<file path="src/wjp_pkg.sv">
package wjp_pkg;

    localparam int ORDER_W     = 3;
    localparam int WEIGHT_W    = 21;
    localparam int WEIGHT_FRAC = 20;
    localparam int CFG_W       = WEIGHT_W;
    localparam int CFG_IDX_W   = 1;

    localparam logic [CFG_IDX_W-1:0] REG_GRID_ORDER   = 1'b0;
    localparam logic [CFG_IDX_W-1:0] REG_RELAX_WEIGHT = 1'b1;

    localparam logic [ORDER_W-1:0]  ORDER_RESET  = 3'd6;
    localparam logic [WEIGHT_W-1:0] WEIGHT_RESET = 21'd699051;
    localparam logic [WEIGHT_W-1:0] WEIGHT_ONE   = 21'h100000;

    localparam int QUEUE_DEPTH = 4;
    localparam int QUEUE_PTR_W = 2;
    localparam int QUEUE_CNT_W = 3;

    typedef struct packed {
        logic [ORDER_W-1:0]  order;
        logic [WEIGHT_W-1:0] weight;
    } cfg_t;

    typedef struct packed {
        logic has_int;
        logic has_bnd;
        logic done;
    } point_kind_t;

endpackage

</file>
<file path="src/wjp_queue.sv">
module wjp_queue #(
    parameter int WIDTH = 32
) (
    input  logic                            clk,
    input  logic                            rst_n,
    input  logic                            push,
    input  logic [WIDTH-1:0]                wdata,
    input  logic                            pop,
    output logic [WIDTH-1:0]                rdata,
    output logic                            not_empty,
    output logic [wjp_pkg::QUEUE_CNT_W-1:0] count
);

    logic [WIDTH-1:0]                slot_reg [wjp_pkg::QUEUE_DEPTH];
    logic [wjp_pkg::QUEUE_PTR_W-1:0] wr_ptr_reg;
    logic [wjp_pkg::QUEUE_PTR_W-1:0] rd_ptr_reg;
    logic [wjp_pkg::QUEUE_CNT_W-1:0] count_reg, count_next;

    always_comb
    begin
        case ({push, pop})
            2'b10:   count_next = count_reg + wjp_pkg::QUEUE_CNT_W'(1);
            2'b01:   count_next = count_reg - wjp_pkg::QUEUE_CNT_W'(1);
            default: count_next = count_reg;
        endcase
    end

    always_ff @(posedge clk or negedge rst_n)
    begin
        if (!rst_n)
        begin
            wr_ptr_reg <= '0;
            rd_ptr_reg <= '0;
            count_reg  <= '0;
        end
        else
        begin
            if (push)
            begin
                wr_ptr_reg <= wr_ptr_reg + wjp_pkg::QUEUE_PTR_W'(1);
            end
            if (pop)
            begin
                rd_ptr_reg <= rd_ptr_reg + wjp_pkg::QUEUE_PTR_W'(1);
            end
            count_reg <= count_next;
        end
    end

    always_ff @(posedge clk)
    begin
        if (push)
        begin
            slot_reg[wr_ptr_reg] <= wdata;
        end
    end

    assign rdata     = slot_reg[rd_ptr_reg];
    assign not_empty = count_reg != '0;
    assign count     = count_reg;

endmodule

</file>
<file path="config.mk">
export PLATFORM = sky130hd
export DESIGN_NAME = wjp_queue
export DESIGN_NICKNAME = d
export VERILOG_FILES = /design/src/wjp_pkg.sv /design/src/wjp_queue.sv
export SDC_FILE = /design/constraint.sdc
export NUM_CORES = 1
export LEC_CHECK = 0
export BUFFER_PORTS_ARGS = -buffer_cell sky130_fd_sc_hd__buf_2
export CORE_MARGIN = 2
export CORE_UTILIZATION = 51
export CTS_CLUSTER_DIAMETER = 50
export DETAILED_ROUTE_END_ITERATION = 12
export GPL_TIMING_DRIVEN = 1
export PLACE_DENSITY = 0.75
export SETUP_SLACK_MARGIN = 0.2
export SLEW_MARGIN = 5
export SYNTH_ARGS = -nofsm -noshare
export SYNTH_HDL_FRONTEND = slang
export SYNTH_SLANG_ARGS = --single-unit
</file>
<file path="constraint.sdc">
create_clock -name clk -period 1.95 [get_ports clk]
set_clock_uncertainty 0.2 [all_clocks]
set_input_delay 0 -clock clk [delete_from_list [all_inputs] [get_ports clk]]
set_output_delay 0 -clock clk [all_outputs]
set_load 0.005 [all_outputs]
</file>
# Word level (Yosys, flattened, before mapping)
# Memory sizes are Yosys's and may differ from the RTL's.
# Index checks and enable logic that the tools add are counted.
[totals]
ff_bits = 7
mem_bits_rw = 128
n_memories = 1
input_bits = 36
[mem_list]
columns = ["memory", "depth", "width", "rd", "rd_clocked_by_memory_dff", "wr", "line_no", "text"]
rows = [
  ["slot_reg", 4, 32, 1, 0, 1, "wjp_queue.sv:14", "logic [WIDTH-1:0] slot_reg [wjp_pkg::QUEUE_DEPTH];"],
]
[classes]
n_reduce_logical = 2
n_eq_ne = 2
muxes = 3
addsub = 4
[ops]
columns = ["operator", "n"]
rows = [
  ["$pmux 3 s2", 1],
  ["$add 2x1->2 const B", 2],
  ["$add 3x1->3 const B", 1],
  ["$reduce_bool 3->1", 1],
  ["$sub 3x1->3 const B", 1],
  ["$eq 2x1->1 const B", 1],
  ["$eq 2x2->1 const B", 1],
  ["$mux 1", 2],
  ["$reduce_bool 2->1", 1],
]

# Depth between registers and ports, before layout
[logic_depth]
ltp_word = 2
depth_mapped = 7
mapped_depth_nobuf = 7

# Worst setup path after synthesis
# OpenSTA, ideal clock, no wires.
[synth_timing]
path_kind = "register to register"
from = "register wr_ptr_reg[0] (netlist bit)"
to = "memory slot_reg[2][0], enable pin"
arrival_time_ns = 1.405
stages_incl_launch_ff = 4
setup_time_ns = 0.392
setup_slack_ns = -0.047
required_time_ns = 1.358
n_path_buf = 0
cell_sequence = "dfrtp_1 -> inv_1 -> ha_1 -> and2_1"
[synth_rtl]
columns = ["element", "line_no", "text"]
rows = [
  ["start: declaration", "wjp_queue.sv:15", "logic [wjp_pkg::QUEUE_PTR_W-1:0] wr_ptr_reg;"],
  ["start signal: assignment", "wjp_queue.sv:40", "wr_ptr_reg <= wr_ptr_reg + wjp_pkg::QUEUE_PTR_W'(1);"],
  ["end: declaration", "wjp_queue.sv:14", ""],
]
# Straight into the memory's write port.

# Worst setup path after layout
[layout_timing]
from = "register rd_ptr_reg[0] (netlist bit)"
to = "output port rdata[30]"
[layout_via]
elab_chain_cells = 1
[layout_rtl]
columns = ["element", "line_no", "text"]
rows = [
  ["start: declaration", "wjp_queue.sv:16", "logic [wjp_pkg::QUEUE_PTR_W-1:0] rd_ptr_reg;"],
  ["start signal: assignment", "wjp_queue.sv:44", "rd_ptr_reg <= rd_ptr_reg + wjp_pkg::QUEUE_PTR_W'(1);"],
  ["$mem_v2 4x32", "-", ""],
  ["end: declaration", "wjp_queue.sv:9", "output logic [WIDTH-1:0] rdata,"],
]
# No other way between the ends.

==> results.txt <==
The worst setup path is captured at an output pin. The DRC violation count after routing came out at 0. The worst hold path terminates at slot_reg[2][24]$_DFFE_PP_.

The residual overflow from global routing is 0. Row generation in the floorplan step produced 36 rows. The number of antenna cells inserted came out at 0. For this design the static power due to leakage is 2.45 nW. The clock tree synthesis step divided the H-tree into 4 levels. Tracing the worst setup path back leads to its startpoint at rd_ptr_reg[0]$_DFFE_PN0P_.

The register with the most flip-flops in the layout has 128 of them. The number of antenna violations at the first check in global routing is 0. Each instance of the synthesized netlist takes up on average 24.9 sq um. The count of port buffers added during placement is 71. The initial core utilization came out at 52.2%.

The power density over the cells is roughly 1500 nW/um^2. The post-synthesis instance total came out at 203. The clock input transition at the sequential cells of the worst setup and hold paths came out at about 60 ps. The worst register-to-register path ends at slot_reg[2][30]$_DFFE_PP_.

The peak fanout along the critical path came out at 5. For the worst setup path, the data required time is ~1800 ps. At the end of routability-driven placement, the weighted congestion stood at 0.667. STA classifies the critical path startpoint as a flip-flop.

Measured in cells, the most critical reg-to-reg path has a length of 4. Setup slack on the critical path of the routed design comes to -127 ps. The TritonCTS sink count came out at 135. The remaining antenna violation count came out at 0. STA puts the critical path data arrival time at about 1900 ps.

The critical path is of the reg -> out type. The number of distinct library cells after synthesis is 19. TritonCTS built the clock tree. The number of register bits inferred by synthesis is approximately 140. The die covers 10700 sq um. The hold path depth is 2.

The worst register-to-register path begins at wr_ptr_reg[0]$_DFFE_PN0P_. The final-report max-slew violation count is 0. The largest net degree at the start of global routing is 25. The overall routed net length is just over 9000 um. When the netlist entered floorplanning its net count stood at 245. The die boundary width came out at between 100 and 150 um. The flow ran to the end, but the final reports show violations. The area of all placed cells without fillers is between 6000 and 7000 sq um. For this run, the top clock speed supported by timing is 482 MHz. The final reports fail on setup timing. The headroom to the max-slew limit came out at 76.4%.

The register-to-register setup slack came out at 270 ps. The layout overhead on the synthesized area is 33.1%. CTS placed an instance of sky130_fd_sc_hd__clkbuf_8 at the clock tree root. The wire-length estimate of the detail-placed layout is 5140 um.

The floorplan step set the die height to 104 um. The share of final-layout standard cells stronger than drive strength 1 came out at 45.1%. The number of global-route vias before repair came out at 2741. 72 I/O pins were placed. Setup repair after global routing could not meet its margin everywhere. The transition time at the pin with the least slew margin is 353 ps.

The first detailed-routing pass took 4 iterations. After filler insertion, the fill cell instance count of the layout stands at 595. The cell count after placement came out at 412. The total routing usage reported by global routing is 18.4%. In this run the standard cell core region covers 9680 sq um. The startpoint of the worst hold path is wdata[24]. The netlist area before placement is 5060 sq um. The final hold violation count came out at 0. The worst vdd rail ir drop came out at about 0.8 mV. The vias after detailed routing came out at 2500.

The layout net count is just under 400. TritonCTS created 17 clock buffers. The final instance count without filler cells is 490. The total of endpoints with negative setup slack in the final report came out at 31. The first-pass GRT wire length came out at 14500 um. The share of the clock period used by the worst path is 107%. The clock period minus worst slack is 2080 ps. In the final routed layout, each cell accounts on average for 18.9 um. The Yosys step of the flow raised 0 warnings. The cell area after placement is about 5700 sq um. The worst-skew pair later-pin latency came out at 510 ps. The number of max-capacitance violations reported is 0. The count of routing violations after the opening detailed-route iteration came out at 162. The tightest min-delay check is of the in -> reg type. The post-detailed-route via-to-cell ratio came out at between 5 and 6. The sequential-to-total area share from yosys stat came out at 79.4%.

The maximum buffer depth of the clock tree came out at 2.
[placed cells by master (no fill, tap or decap)]
cell / Yosys / routed
sky130_fd_sc_hd__clkinv_4: 0 / 6
sky130_fd_sc_hd__xor2_1: 4 / 4
sky130_fd_sc_hd__buf_4: 0 / 10
sky130_fd_sc_hd__bufinv_16: 0 / 2
sky130_fd_sc_hd__buf_8: 0 / 1
sky130_fd_sc_hd__dfrtp_1: 7 / 5
sky130_fd_sc_hd__clkbuf_8: 0 / 1
sky130_fd_sc_hd__mux2i_1: 1 / 1
sky130_fd_sc_hd__and2_2: 0 / 4
sky130_fd_sc_hd__inv_6: 0 / 1
sky130_fd_sc_hd__clkinv_1: 0 / 2
sky130_fd_sc_hd__clkinv_2: 0 / 1
sky130_fd_sc_hd__dfrtp_2: 0 / 1
sky130_fd_sc_hd__dlygate4sd3_1: 0 / 37
sky130_fd_sc_hd__nand2_1: 2 / 2
sky130_fd_sc_hd__inv_1: 6 / 6
sky130_fd_sc_hd__xnor2_1: 2 / 2
sky130_fd_sc_hd__buf_2: 3 / 69
sky130_fd_sc_hd__or3_1: 1 / 1
sky130_fd_sc_hd__o21ai_0: 1 / 1
sky130_fd_sc_hd__mux4_2: 28 / 32
sky130_fd_sc_hd__buf_12: 3 / 6
sky130_fd_sc_hd__clkinvlp_4: 0 / 3
sky130_fd_sc_hd__ha_1: 5 / 5
sky130_fd_sc_hd__edfxtp_1: 128 / 128
sky130_fd_sc_hd__dfrtp_4: 0 / 1
sky130_fd_sc_hd__fa_1: 1 / 1
sky130_fd_sc_hd__clkbuf_16: 0 / 18
sky130_fd_sc_hd__buf_6: 1 / 5
sky130_fd_sc_hd__nor2_1: 1 / 1
[worst max-delay path, cell delays in order, from the launching register on]
cell                        delay, ps
sky130_fd_sc_hd__dfrtp_4          490
sky130_fd_sc_hd__buf_8            150
sky130_fd_sc_hd__clkbuf_16        160
sky130_fd_sc_hd__mux4_2           420
sky130_fd_sc_hd__buf_2            150
[Yosys cell counts]
master / n / area share [%]
sky130_fd_sc_hd__xnor2_1: 2 / 0.35
sky130_fd_sc_hd__clkbuf_1: 1 / 0.074
sky130_fd_sc_hd__buf_2: 3 / 0.30
sky130_fd_sc_hd__buf_6: 1 / 0.22
sky130_fd_sc_hd__mux2i_1: 1 / 0.20
sky130_fd_sc_hd__dfrtp_1: 7 / 3.5
sky130_fd_sc_hd__xor2_1: 4 / 0.69
sky130_fd_sc_hd__fa_1: 1 / 0.40
sky130_fd_sc_hd__or3_1: 1 / 0.12
sky130_fd_sc_hd__nand2_1: 2 / 0.15
sky130_fd_sc_hd__edfxtp_1: 128 / 76
sky130_fd_sc_hd__nor2_1: 1 / 0.074
sky130_fd_sc_hd__mux4_2: 28 / 12
sky130_fd_sc_hd__and2_1: 4 / 0.49
sky130_fd_sc_hd__buf_12: 3 / 1.2
sky130_fd_sc_hd__mux4_1: 4 / 2.1
sky130_fd_sc_hd__ha_1: 5 / 1.2
sky130_fd_sc_hd__o21ai_0: 1 / 0.099
sky130_fd_sc_hd__inv_1: 6 / 0.45
[cell families (layout without fill, tap and decap cells)]
| family | count (synthesis) | after routing | synth area share, % |
|---|---|---|---|
| flops | 135 | 135 | 79.4 |
| mux | 33 | 33 | 14.7 |
| buf+inv | 14 | 168 | 2.23 |
| simple gates | 8 | 8 | 0.841 |
| fa+ha+maj | 6 | 6 | 1.63 |
| xor+xnor | 6 | 6 | 1.04 |
| compound gates | 1 | 1 | 0.0988 |
[report_power, final]
part	switching (mW)	total, mW	internal, mW
logic	1.29	2.95	1.66
clock network	1.18	3.00	1.82
registers	0.189	4.00	3.82
total	2.65	9.95	7.30
[stage by stage]
| stage | worst slack [ps] | setup TNS, ps | power [mW] | utilization (%) | hold WS, ps |
|---|---|---|---|---|---|
| finish | -127 | -2860 | 9.95 | 69.5 | 27.0 |
| global route | -189 | -5030 | 10.4 | 69.5 | 16.0 |
| CTS | -159 | -3820 | 9.77 | 68.3 | 1.14 |
| detailed placement | 257 | 0 | 6.61 | 58.4 | -351 |
| global placement | 275 | 0 | 6.54 | 58.4 | -358 |
| floorplan | 285 | 0 | 5.61 | - | -496 |
[layout make-up]
cell class                 instances  area (sq um)  share of cell area, %
tap                              133           166                   2.47
clock inverter                    15           156                   2.32
timing repair buffer             130          1030                   15.3
multi-input combinational         54           918                   13.6
sequential                       135          4020                   59.8
inverter                           6          22.5                  0.334
clock buffer                      17           414                   6.15
[metal layers]
metal	vias to the layer above	track usage, %	routed length [um]
li1	1124	-	-
met1	1293	21.2	3650
met2	79	32.4	5110
met4	0	6.37	48
met5	-	0	0
met3	4	6.10	462
[timing repair]
| action | 4_1_cts | 5_1_grt |
|---|---|---|
| pin swaps | 0 | 0 |
| gates resized for setup | 4 | 9 |
| hold endpoints to repair | 197 | 0 |
| setup buffers | 2 | 5 |
| hold buffers | 37 | 0 |
| endpoints found under the setup margin | 32 | 32 |
| gates cloned | 0 | 2 |
[how the worst max path moves through the flow]
| stage | to | slack, ps | cells after the start |
|---|---|---|---|
| finish | rdata[30] | -130 | 4 |
| global route | rdata[24] | -190 | 4 |
| CTS | rdata[26] | -160 | 3 |
| detailed placement | rdata[20] | 260 | 3 |
| global placement | rdata[26] | 270 | 3 |
| floorplan | slot_reg[2][0]$_DFFE_PP_ | 290 | 3 |
(Power assumes the default switching activity.)
